File: config.mk
export PLATFORM = sky130hd
export DESIGN_NAME = fit_policy_block_allocator_flat
export DESIGN_NICKNAME = d
export VERILOG_FILES = /design/src/hdl/fpba_pkg.sv /design/src/hdl/fpba_in_if.sv /design/src/hdl/fpba_out_if.sv /design/src/hdl/fpba_cell.sv /design/src/hdl/fit_policy_block_allocator.sv /design/src/flat_wrapper.sv
export SDC_FILE = /design/constraint.sdc
export NUM_CORES = 2
export LEC_CHECK = 0
export BUFFER_PORTS_ARGS = -buffer_cell sky130_fd_sc_hd__buf_2
export CAP_MARGIN = 25
export CORE_ASPECT_RATIO = 1.75
export CORE_UTILIZATION = 45
export CTS_CLUSTER_SIZE = 10
export DETAILED_ROUTE_END_ITERATION = 8
export GPL_TIMING_DRIVEN = 0
export MAX_ROUTING_LAYER = met4
export PLACE_DENSITY = 0.71
export SLEW_MARGIN = 15
export SYNTH_ARGS = -nofsm -noshare
export SYNTH_HDL_FRONTEND = slang
export SYNTH_HIERARCHICAL = 1
export SYNTH_SLANG_ARGS = --single-unit
File: constraint.sdc
create_clock -name clk -period 8.55 [get_ports clk]
set_input_delay 1.2825 -clock clk [delete_from_list [all_inputs] [get_ports clk]]
set_output_delay 1.2825 -clock clk [all_outputs]
set_load 0.03 [all_outputs]
File: src/hdl/fpba_pkg.sv
// shared types and constants of the fit-policy block allocator
`timescale 1ns / 1ps
package fpba_pkg;

  // fixed field widths of the channels and the mode register
  localparam int KIND_W      = 1;
  localparam int IDX_FIELD_W = 4;
  localparam int AMT_W       = 16;
  localparam int MODE_W      = 2;

  // transaction kinds
  localparam logic [KIND_W-1:0] KIND_LOAD = 1'b0;
  localparam logic [KIND_W-1:0] KIND_REQ  = 1'b1;

  // placement policies, the unused code behaves as first fit
  localparam logic [MODE_W-1:0] FIT_FIRST = 2'd0;
  localparam logic [MODE_W-1:0] FIT_BEST  = 2'd1;
  localparam logic [MODE_W-1:0] FIT_WORST = 2'd2;

  // controller states
  typedef enum logic [1:0] {
    ST_IDLE,
    ST_SCAN,
    ST_FINISH
  } ctrl_state_t;

endpackage

File: src/hdl/fpba_in_if.sv
// input channel: load and request transactions
`timescale 1ns / 1ps
interface fpba_in_if;
  logic                               valid;
  logic                               ready;
  logic [fpba_pkg::KIND_W-1:0]        kind;
  logic [fpba_pkg::IDX_FIELD_W-1:0]   block_index;
  logic [fpba_pkg::AMT_W-1:0]         amount;

  modport source (output valid, kind, block_index, amount, input ready);
  modport sink   (input valid, kind, block_index, amount, output ready);
endinterface

File: src/hdl/fpba_out_if.sv
// result channel: grant reports
`timescale 1ns / 1ps
interface fpba_out_if;
  logic                               valid;
  logic                               ready;
  logic                               granted;
  logic [fpba_pkg::IDX_FIELD_W-1:0]   chosen_block;
  logic [fpba_pkg::AMT_W-1:0]         left_in_block;

  modport source (output valid, granted, chosen_block, left_in_block, input ready);
  modport sink   (input valid, granted, chosen_block, left_in_block, output ready);
endinterface

File: src/hdl/fpba_cell.sv
// one allocator cell: holds one block size and judges the passing search token
`timescale 1ns / 1ps
module fpba_cell #(
  parameter int SIZE_BITS = 16,
  parameter int IDX_W     = 4,
  parameter int CELL_IDX  = 0
) (
  input  logic                          clk,
  input  logic                          rst_n,
  input  logic                          wr_en,
  input  logic [SIZE_BITS-1:0]          wr_data,
  input  logic                          upd_en,
  input  logic [fpba_pkg::AMT_W-1:0]    req_amount,
  input  logic [fpba_pkg::MODE_W-1:0]   mode,
  input  logic                          tok_in_valid,
  input  logic                          tok_in_found,
  input  logic [IDX_W-1:0]              tok_in_pick,
  input  logic [SIZE_BITS-1:0]          tok_in_best,
  output logic                          tok_out_valid,
  output logic                          tok_out_found,
  output logic [IDX_W-1:0]              tok_out_pick,
  output logic [SIZE_BITS-1:0]          tok_out_best
);

  localparam int CMP_W = (SIZE_BITS > fpba_pkg::AMT_W) ? SIZE_BITS : fpba_pkg::AMT_W;

  logic [SIZE_BITS-1:0] size_r, size_nxt;
  logic                 valid_r, found_r, found_nxt;
  logic [IDX_W-1:0]     pick_r, pick_nxt;
  logic [SIZE_BITS-1:0] best_r, best_nxt;
  logic [CMP_W-1:0]     size_ext, amt_ext, diff;
  logic                 fits, take;

  assign size_ext = CMP_W'(size_r);
  assign amt_ext  = CMP_W'(req_amount);
  assign fits     = (size_ext >= amt_ext);
  assign diff     = size_ext - amt_ext;

  // policy decision for this cell
  always_comb begin
    case (mode)
      fpba_pkg::FIT_BEST:  take = fits && (!tok_in_found || (tok_in_best > size_r));
      fpba_pkg::FIT_WORST: take = fits && (!tok_in_found || (tok_in_best < size_r));
      default:             take = fits && !tok_in_found;
    endcase
  end

  // token update
  always_comb begin
    found_nxt = tok_in_found;
    pick_nxt  = tok_in_pick;
    best_nxt  = tok_in_best;
    if (take) begin
      found_nxt = 1'b1;
      pick_nxt  = IDX_W'(CELL_IDX);
      best_nxt  = size_r;
    end
  end

  // block size: load or subtract the granted amount
  always_comb begin
    size_nxt = size_r;
    if (wr_en) begin
      size_nxt = wr_data;
    end else if (upd_en) begin
      size_nxt = SIZE_BITS'(diff);
    end
  end

  always_ff @(posedge clk) begin
    if (!rst_n) begin
      size_r  <= '0;
      valid_r <= 1'b0;
    end else begin
      size_r  <= size_nxt;
      valid_r <= tok_in_valid;
    end
  end

  // token payload register toward the next cell
  always_ff @(posedge clk) begin
    found_r <= found_nxt;
    pick_r  <= pick_nxt;
    best_r  <= best_nxt;
  end

  assign tok_out_valid = valid_r;
  assign tok_out_found = found_r;
  assign tok_out_pick  = pick_r;
  assign tok_out_best  = best_r;

endmodule

File: src/hdl/fit_policy_block_allocator.sv
// fit-policy block allocator: chain of size cells with a search token controller
//
// Usage:
//   in_chan carries transactions of two kinds. A load writes amount (truncated
//   to SIZE_BITS) into the block named by block_index and gives no result; an
//   index not below NUM_BLOCKS is dropped. A request searches all blocks under
//   the policy in the mode register: first fit, best fit or worst fit (ties to
//   the lowest index); the chosen block is reduced by amount.
//   out_chan returns one transaction per request: granted, chosen_block and
//   left_in_block (both zero when nothing fits).
//   cfg_wr_en/cfg_wr_data write the mode register; write it only while idle.
// Sequence:
//   a load is written into its cell as it is accepted. A request is registered
//   and passes a token down the row of NUM_BLOCKS cells, one cell per cycle;
//   the last cell's token is captured, then, when the output register is free,
//   the table is updated and the result registered; only then is input taken.
// Reset and stall:
//   reset clears all block sizes and sets first fit. A stalled receiver holds
//   the finished request until the output register is free; loads are still
//   taken while a result waits to be read.
`timescale 1ns / 1ps
module fit_policy_block_allocator #(
  parameter int NUM_BLOCKS = 16,
  parameter int SIZE_BITS  = 16
) (
  input  logic                          clk,
  input  logic                          rst_n,
  fpba_in_if.sink                       in_chan,
  fpba_out_if.source                    out_chan,
  input  logic                          cfg_wr_en,
  input  logic [fpba_pkg::MODE_W-1:0]   cfg_wr_data
);

  localparam int IDX_W  = (NUM_BLOCKS > 1) ? $clog2(NUM_BLOCKS) : 1;
  localparam int IDXF_W = fpba_pkg::IDX_FIELD_W;
  localparam int AMT_W  = fpba_pkg::AMT_W;

  fpba_pkg::ctrl_state_t state_r, state_nxt;

  logic [fpba_pkg::MODE_W-1:0] mode_r;
  logic [AMT_W-1:0]            req_amount_r;
  logic                        launch_r;
  logic                        res_found_r;
  logic [IDX_W-1:0]            res_pick_r;
  logic [SIZE_BITS-1:0]        res_best_r;
  logic                        out_valid_r;
  logic                        out_granted_r;
  logic [IDXF_W-1:0]           out_block_r;
  logic [AMT_W-1:0]            out_left_r;

  logic in_fire, ld_fire, req_fire, ld_in_range;
  logic in_ready, capture, finish_fire, out_free;
  logic [SIZE_BITS-1:0] ld_data, left_val;

  // token chain, index 0 is the launch point
  logic                 tok_valid [0:NUM_BLOCKS];
  logic                 tok_found [0:NUM_BLOCKS];
  logic [IDX_W-1:0]     tok_pick  [0:NUM_BLOCKS];
  logic [SIZE_BITS-1:0] tok_best  [0:NUM_BLOCKS];

  // input handshake decode
  assign in_fire     = in_chan.valid && in_ready;
  assign ld_in_range = (32'(in_chan.block_index) < NUM_BLOCKS);
  assign ld_fire     = in_fire && (in_chan.kind == fpba_pkg::KIND_LOAD) && ld_in_range;
  assign req_fire    = in_fire && (in_chan.kind == fpba_pkg::KIND_REQ);
  assign ld_data     = SIZE_BITS'(in_chan.amount);
  assign out_free    = !out_valid_r || out_chan.ready;

  // next state
  always_comb begin
    state_nxt = state_r;
    unique case (state_r)
      fpba_pkg::ST_IDLE:   if (req_fire) state_nxt = fpba_pkg::ST_SCAN;
      fpba_pkg::ST_SCAN:   if (tok_valid[NUM_BLOCKS]) state_nxt = fpba_pkg::ST_FINISH;
      fpba_pkg::ST_FINISH: if (out_free) state_nxt = fpba_pkg::ST_IDLE;
      default:             state_nxt = fpba_pkg::ST_IDLE;
    endcase
  end

  // controller outputs
  always_comb begin
    in_ready    = 1'b0;
    capture     = 1'b0;
    finish_fire = 1'b0;
    unique case (state_r)
      fpba_pkg::ST_IDLE:   in_ready    = 1'b1;
      fpba_pkg::ST_SCAN:   capture     = tok_valid[NUM_BLOCKS];
      fpba_pkg::ST_FINISH: finish_fire = out_free;
      default:             in_ready    = 1'b0;
    endcase
  end

  // control registers
  always_ff @(posedge clk) begin
    if (!rst_n) begin
      state_r     <= fpba_pkg::ST_IDLE;
      mode_r      <= fpba_pkg::FIT_FIRST;
      launch_r    <= 1'b0;
      out_valid_r <= 1'b0;
    end else begin
      state_r  <= state_nxt;
      launch_r <= req_fire;
      if (cfg_wr_en) begin
        mode_r <= cfg_wr_data;
      end
      if (finish_fire) begin
        out_valid_r <= 1'b1;
      end else if (out_chan.ready) begin
        out_valid_r <= 1'b0;
      end
    end
  end

  // request and result payload
  assign left_val = res_best_r - SIZE_BITS'(req_amount_r);

  always_ff @(posedge clk) begin
    if (req_fire) begin
      req_amount_r <= in_chan.amount;
    end
    if (capture) begin
      res_found_r <= tok_found[NUM_BLOCKS];
      res_pick_r  <= tok_pick[NUM_BLOCKS];
      res_best_r  <= tok_best[NUM_BLOCKS];
    end
    if (finish_fire) begin
      out_granted_r <= res_found_r;
      out_block_r   <= res_found_r ? IDXF_W'(res_pick_r) : '0;
      out_left_r    <= res_found_r ? AMT_W'(left_val) : '0;
    end
  end

  // token launch into the first cell
  assign tok_valid[0] = launch_r;
  assign tok_found[0] = 1'b0;
  assign tok_pick[0]  = '0;
  assign tok_best[0]  = '0;

  // row of cells
  for (genvar i = 0; i < NUM_BLOCKS; i++) begin : g_cell
    logic wr_en, upd_en;

    assign wr_en  = ld_fire && (32'(in_chan.block_index) == i);
    assign upd_en = finish_fire && res_found_r && (res_pick_r == IDX_W'(i));

    fpba_cell #(
      .SIZE_BITS (SIZE_BITS),
      .IDX_W     (IDX_W),
      .CELL_IDX  (i)
    ) u_cell (
      .clk           (clk),
      .rst_n         (rst_n),
      .wr_en         (wr_en),
      .wr_data       (ld_data),
      .upd_en        (upd_en),
      .req_amount    (req_amount_r),
      .mode          (mode_r),
      .tok_in_valid  (tok_valid[i]),
      .tok_in_found  (tok_found[i]),
      .tok_in_pick   (tok_pick[i]),
      .tok_in_best   (tok_best[i]),
      .tok_out_valid (tok_valid[i+1]),
      .tok_out_found (tok_found[i+1]),
      .tok_out_pick  (tok_pick[i+1]),
      .tok_out_best  (tok_best[i+1])
    );
  end

  // channel outputs
  assign in_chan.ready          = in_ready;
  assign out_chan.valid         = out_valid_r;
  assign out_chan.granted       = out_granted_r;
  assign out_chan.chosen_block  = out_block_r;
  assign out_chan.left_in_block = out_left_r;

endmodule
File: src/flat_wrapper.sv
// flat-port wrapper written by rule: the top's interface ports become plain ports
module fit_policy_block_allocator_flat 
#(
  parameter int NUM_BLOCKS = 16,
  parameter int SIZE_BITS  = 16
)
  (clk, rst_n, cfg_wr_en, cfg_wr_data, in_chan_valid, in_chan_kind, in_chan_block_index, in_chan_amount, in_chan_ready, out_chan_valid, out_chan_granted, out_chan_chosen_block, out_chan_left_in_block, out_chan_ready);
  fpba_in_if in_chan_i ();
  fpba_out_if out_chan_i ();
  input  logic clk;
  input  logic rst_n;
  input  logic cfg_wr_en;
  input  logic [fpba_pkg::MODE_W-1:0] cfg_wr_data;
  input wire logic [$bits(in_chan_i.valid)-1:0] in_chan_valid;
  input wire logic [$bits(in_chan_i.kind)-1:0] in_chan_kind;
  input wire logic [$bits(in_chan_i.block_index)-1:0] in_chan_block_index;
  input wire logic [$bits(in_chan_i.amount)-1:0] in_chan_amount;
  output wire logic [$bits(in_chan_i.ready)-1:0] in_chan_ready;
  output wire logic [$bits(out_chan_i.valid)-1:0] out_chan_valid;
  output wire logic [$bits(out_chan_i.granted)-1:0] out_chan_granted;
  output wire logic [$bits(out_chan_i.chosen_block)-1:0] out_chan_chosen_block;
  output wire logic [$bits(out_chan_i.left_in_block)-1:0] out_chan_left_in_block;
  input wire logic [$bits(out_chan_i.ready)-1:0] out_chan_ready;
  assign in_chan_i.valid = in_chan_valid;
  assign in_chan_i.kind = in_chan_kind;
  assign in_chan_i.block_index = in_chan_block_index;
  assign in_chan_i.amount = in_chan_amount;
  assign in_chan_ready = in_chan_i.ready;
  assign out_chan_valid = out_chan_i.valid;
  assign out_chan_granted = out_chan_i.granted;
  assign out_chan_chosen_block = out_chan_i.chosen_block;
  assign out_chan_left_in_block = out_chan_i.left_in_block;
  assign out_chan_i.ready = out_chan_ready;
  fit_policy_block_allocator #(.NUM_BLOCKS(NUM_BLOCKS), .SIZE_BITS(SIZE_BITS)) u_core (.clk(clk), .rst_n(rst_n), .in_chan(in_chan_i), .out_chan(out_chan_i), .cfg_wr_en(cfg_wr_en), .cfg_wr_data(cfg_wr_data));
endmodule
# Word level (Yosys, flattened, before mapping)
# Cells that the tools add are included.
op_classes:
  order_cmp: 46
  n_reduce_logical: 149
  mul: 0
  n_bitwise: 1
  n_mux: 73
  div: 0
  addsub: 17
  n_eq_ne: 37
  shifts: 0
op_table:
  columns: ["op", "n"]
  rows:
  - ["two-way mux 16 bit", 47]
  - ["subtractor 16 bit", 17]
  - [">= comparator 16 bit", 16]
  - ["> comparator 16 bit", 15]
  - ["< comparator 16 bit", 15]
  - ["logical AND 1 bit", 81]
  - ["== test 4 bit, second input constant", 16]
  - ["nonzero test 2 bit", 17]
  - ["== test 4 x 3 -> 1 bit, second input constant", 8]
  - ["logical OR 1 bit", 31]
  - ["case mux 1 bit (2 select lines)", 15]
  - ["== test 4 x 2 -> 1 bit, second input constant", 4]
  - ["logical NOT 1 bit", 16]
  - ["== test 4 x 1 -> 1 bit, second input constant", 2]
  - ["logical NOT 4 bit", 2]
  - ["two-way mux 1 bit", 7]
  - ["two-way mux 2 bit", 3]
  - ["case mux 2 bit (3 select lines)", 1]
  - ["== test 2 x 1 -> 1 bit, second input constant", 2]
  - ["== test 2 bit, second input constant", 2]
  - ["!= test 2 x 1 -> 1 bit, second input constant", 2]
  - ["AND reduction 3 bit", 1]
  - ["logical NOT 2 bit", 1]
  - ["!= test 2 bit, second input constant", 1]
  - ["inverter 1 bit", 1]
word_totals:
  mem_bits_rw: 0
  regBits: 668
  in_bits: 28
  rom_bits: 0
  memories: 0
  latch_bits: 0
  word_cells: 413

# Logic depth before layout (Yosys ltp)
logic_depth:
  word_depth: 7
  ltp_mapped: 12

# Cells and area by module
# Netlist, hierarchy kept.
modules_own_cells:
  columns: ["mod", "area_each_um2", "seq_area_each_um2", "n_inst", "cells_per_inst"]
  rows:
  - ["fpba_cell (u_core.g_cell[5].u_cell ...)", 2701.3, 760.7, 5, 323]
  - ["fpba_cell (u_core.g_cell[10].u_cell ...)", 2687.6, 760.7, 5, 318]
  - ["fit_policy_block_allocator", 3128.0, 1861.8, 1, 272]
  - ["fpba_cell (u_core.g_cell[11].u_cell)", 2725.1, 760.7, 1, 311]
  - ["fpba_cell (u_core.g_cell[0].u_cell)", 2682.6, 760.7, 1, 311]
  - ["fpba_cell (u_core.g_cell[15].u_cell)", 2682.6, 760.7, 1, 318]
  - ["fpba_cell (u_core.g_cell[13].u_cell)", 2673.8, 760.7, 1, 311]
  - ["fpba_cell (u_core.g_cell[12].u_cell)", 2670.1, 760.7, 1, 311]
  - ["fpba_cell (u_core.g_cell[4].u_cell)", 2667.6, 760.7, 1, 307]

# Worst setup path after synthesis
# No wires, ideal clock.
synth_timing:
  kind: "input to register"
  start: "input out_chan_ready"
  end: "register u_core.g_cell[1].u_cell.size_r[10]"
  t_arrival_ps: 4002
  stages: 9
  required_time_ps: 8464
  slack_ps: 4462
  path_cell_list: "nand2b_1 nor2b_1 nand4b_1 nor3_1 buf_1 nor2_1 a311oi_1 a21oi_1 a211oi_1"
synth_via:
  elab_chain_len: 5
synth_lines:
  columns: ["element", "line", "source"]
  rows:
  - ["from (decl)", "flat_wrapper.sv:23", "input wire logic [$bits(out_chan_i.ready)-1:0] out_chan_ready;"]
  - ["logical OR 1 bit", "fit_policy_block_allocator.sv:67", "assign out_free = !out_valid_r || out_chan.ready;"]
  - ["two-way mux 1 bit", "fit_policy_block_allocator.sv:85", "unique case (state_r)"]
  - ["via u_core.finish_fire", "fit_policy_block_allocator.sv:52", "logic in_ready, capture, finish_fire, out_free;"]
  - ["logical AND 1 bit (2 in series)", "fit_policy_block_allocator.sv:144", "assign upd_en = finish_fire && res_found_r && (res_pick_r == IDX_W'(i));"]
  - ["via u_core.g_cell[1].upd_en", "fit_policy_block_allocator.sv:141", "logic wr_en, upd_en;"]
  - ["nonzero test 2 bit (no source line)", null, null]
  - ["to (signal assigned)", "fpba_cell.sv:75", "size_r <= size_nxt;"]
  - ["to (decl)", "fpba_cell.sv:27", "logic [SIZE_BITS-1:0] size_r, size_nxt;"]
# The timed path passes the listed nets, and every way through them passes these cells.
# A chain may end at the register's enable or synchronous reset.

# Final worst setup path
layout_timing:
  start: "register u_core.req_amount_r[1]"
  end: "register u_core.g_cell[8].u_cell.best_r[11]"
layout_via:
  elab_chain_len: 4
layout_lines:
  columns: ["element", "line", "source"]
  rows:
  - ["from (decl)", "fit_policy_block_allocator.sv:41", "logic [AMT_W-1:0] req_amount_r;"]
  - ["from (signal assigned)", "fit_policy_block_allocator.sv:119", "req_amount_r <= in_chan.amount;"]
  - [">= comparator 16 bit (*)", "fpba_cell.sv:36", "assign fits = (size_ext >= amt_ext);"]
  - ["logical AND 1 bit (on tied branches)", "fpba_cell.sv:44, fpba_cell.sv:42, fpba_cell.sv:43", null]
  - ["case mux 1 bit (2 select lines) (*)", "fpba_cell.sv:41", "case (mode)"]
  - ["two-way mux 16 bit (*)", "fpba_cell.sv:53", "if (take) begin"]
  - ["via u_core.g_cell[8].u_cell.best_nxt[11]", "fpba_cell.sv:30", "logic [SIZE_BITS-1:0] best_r, best_nxt;"]
  - ["to (signal assigned)", "fpba_cell.sv:84", "best_r <= best_nxt;"]
  - ["to (decl)", "fpba_cell.sv:30", null]
# Mark *: on every way through the listed nets, which the timed path passes. The rest lies on a longest branch.

==> qor.yml <==
outcome:
  status: "completed"
detailed_routing:
  drtIter0Drc: 3114
  first_pass_iters: 6
  post-route-drc-count: 0
  vias: 41700
  routed_wl_microns: 165000
  wl_per_cell_microns: 23.9
  vias_per_cell: 6.02
  drtAntennaViolNets: 0
sta:
  max-slew-margin-rel_pct: 21.1
  setup_viol: 0
  fmax_ghz: 0.250
  maxSlewViolCount: 0
  rsz0062_at_grt: "no"
  setup_tns_ns: 0
  period_share_pct: 46.7
  fin_crit_ns: 4.00
  finalHoldViolCount: 0
  clock_skew_ns: 0.0357
  worst_pin_slew_ns: 1.18
setup_path:
  r2r_cells: 11
  crit_buf_inv: 3
  crit_required_ns: 9.09
  crit_slowest_cell: "edfxtp_1"
  cp_top_family: "compound AO/OA/AOI/OAI gates"
  path_cells: "buf_16 -> buf_8 -> fa_1 -> nand2b_1 -> a211oi_1 -> o21ai_1 -> nand2_1 -> o211ai_1 -> a221o_1 -> buf_4 -> mux2_4"
  startpoint_type: "register"
  endpoint_kind: "register"
  crit_arrival_ns: 4.54
  slowest_delay_ns: 0.72
  crit_fanout: 10
  worstSetupPathType: "reg -> reg"
  worst-path-stages: 11
clock_tree:
  clockRootBuffer: "clkbuf_16"
  cts_sinks: 672
  post-cts-setup-buffers: 0
  clk_latency_ns: 0.69
  clkTransAtPathRegs_ns: 0.06
  cts_buffers: 79
  tritoncts: "done"
  cts_resized: 0
  holdBufCountCts: 0
  ctsHtreeMaxLevel: 3
  cts_max_path_buffers: 3
yosys:
  synth_ff_type: "dfxtp_1"
  synth.distinct_cells: 92
  synth_edf_count: 58
  async_reset_ff_share_pct: 0
  synth.cell_area_sq_um: 46200
  synth_warnings: 6
  ys_ff_latch: 672
  synth-seq-area-share_pct: 30.4
  syn_avg_cell_area_sq_um: 8.64
  syn_inst: 5346
final_layout:
  final_cell_count_no_fill: 6927
  drive_above_1_share_pct: 10.5
  final_util_pct: 50.5
  syn_to_final_growth_pct: 11.3
  nets: 6145
global_route:
  grt-ovfl-total: 0
  grt_pass1_wl_microns: 243000
  grt_max_degree: 58
  grt_pass1_vias: 41300
  grt.total_usage_pct: 32.1
  antenna_found_initial: 2
placement:
  port_buffers: 50
  dpl.hpwl_microns: 123000
  place_congestion: 1.03
  place_inst: 6808
hold_path:
  min_path_cells: 0
  hp-class: "reg -> reg"
power:
  peakVddDrop_mv: 0.151
  total_power_w: 0.00764
  p_per_area_nw_per_um2: 149
  leakage_nw: 22.6
floorplan:
  ios: 51
  dieArea_sq_um: 104000
  die_y_microns: 426
  design.core.area_sq_um: 102000
  die_x_microns: 244
  start_util_pct: 45.4
  std_cell_rows: 155
job:
  cap_violations: 0
-- cells in the mapped netlist (22+ instances only) --
cell type	count	area [sq um]
inv_1	650	2440
dfxtp_1	614	12300
a21oi_1	607	3040
ha_1	543	6790
nor2_1	333	1250
nand2_1	328	1230
o21ai_0	268	1340
mux2_4	233	3500
nand2b_1	131	820
nand3_1	117	586
a211oi_1	105	788
nor3_1	105	526
a21o_1	98	736
clkbuf_1	95	357
nand4_1	80	500
mux2i_1	70	701
and2_1	69	432
xnor2_1	65	569
edfxtp_1	58	1740
o211ai_1	49	368
nor2b_1	44	275
o21a_1	40	300
xor2_1	38	333
a311oi_1	33	289
buf_6	28	315
and3_1	27	169
o22ai_1	27	169
a31oi_1	24	150
o32ai_1	24	210
mux2_2	22	248
-- layout by cell type, fill, tap and decap left out, drive strengths merged, types with 70 or more instances in the layout --
cell and n:
a211oi 106, a21o 110, a21oi 609, and2 79, buf 149, clkbuf 200, dfxtp 614, ha 543
inv 654, mux2 266, mux2i 70, nand2 328, nand2b 131, nand3 121, nand4 87, nor2 333
nor3 105, o21ai 289
-- metal layers --
metal,wire length [microns],vias up,track usage [%]
met5,0,-,-
met4,19800,0,32.1
met3,11000,898,5.57
met2,79300,1802,54.4
met1,55300,19600,30.3
li1,-,19400,-
-- flip-flops by register name, summed over array words and instances (netlist names), 2 cells and up --
signal and flops:
u_core/out_chan.left_in_block 16, u_core/mode_r 2, u_core/res_best_r 16, u_core/state_r 2, u_core/g_cell.u_cell/tok_out_found 16, u_core/req_amount_r 16
u_core/g_cell.u_cell/tok_out_valid 16, u_core/g_cell.u_cell/tok_out_pick 64, u_core/res_pick_r 4, u_core/g_cell.u_cell/tok_out_best 256, u_core/out_chan.chosen_block 4, u_core/g_cell.u_cell/size_ext 256
-- kinds of logic (layout without fill, tap and decap cells) --
group / after synthesis / after routing / share of synthesized area (%)
XOR/XNOR: 103 / 103 / 1.95
adder cells (fa/ha/maj): 560 / 560 / 15.5
flip-flops: 672 / 672 / 30.4
AO/OA/AOI/OAI: 1478 / 1478 / 19.9
other: 1 / 43 / 0.00812
AND/OR/NAND/NOR: 1378 / 1378 / 15.1
buffers and inverters: 818 / 1023 / 7.31
multiplexers: 336 / 336 / 9.90
-- final cells by class --
cell class	instances	area, sq um
clock buffers	105	2160
plain buffers	152	875
well taps	1334	1670
fillers	9530	50400
multi-input cells	3894	28900
flip-flops and latches	672	14000
clock inverters	8	100
diodes	4	10.0
inverters	666	2500
repair buffers	92	1110
-- metrics by stage --
| step | hold WS [ns] | instance area [sq um] | setup slack [ns] |
|---|---|---|---|
| 2_1_floorplan | 0.386 | 46300 | 4.46 |
| 3_3_place_gp | 0.386 | 48200 | 2.28 |
| 3_5_place_dp | 0.389 | 49100 | 4.07 |
| 4_1_cts | 0.395 | 51300 | 4.67 |
| 5_1_grt | 0.400 | 51400 | 4.40 |
| 6_report | 0.395 | 51400 | 4.55 |
-- worst register-to-register path, stage by stage, from the launching register on --
cell and delay (ns):
edfxtp_1 0.72, buf_16 0.31, buf_8 0.16, fa_1 0.45, nand2b_1 0.20, a211oi_1 0.53
o21ai_1 0.15, nand2_1 0.22, o211ai_1 0.16, a221o_1 0.37, buf_4 0.21, mux2_4 0.37
-- final timing paths --
kind | start | end | slack [ns]
min reg2reg | u_core/g_cell[15].u_cell/tok_out_best[6] | u_core/res_best_r[6] | 0.39
max reg2reg | u_core/req_amount_r[1] | u_core/g_cell[8].u_cell/tok_out_best[11] | 4.55
min | u_core/g_cell[15].u_cell/tok_out_best[6] | u_core/res_best_r[6] | 0.39
max | u_core/req_amount_r[1] | u_core/g_cell[8].u_cell/tok_out_best[11] | 4.55
-- report_power, final --
part / leakage (nW) / internal, W / switching, W
Sequential: 5.61 / 0.00332 / 0.000132
Clock: 1.10 / 0.00175 / 0.00139
Combinational: 15.9 / 0.000450 / 0.000592
Total: 22.6 / 0.00552 / 0.00212
(Power assumes the default switching activity.)
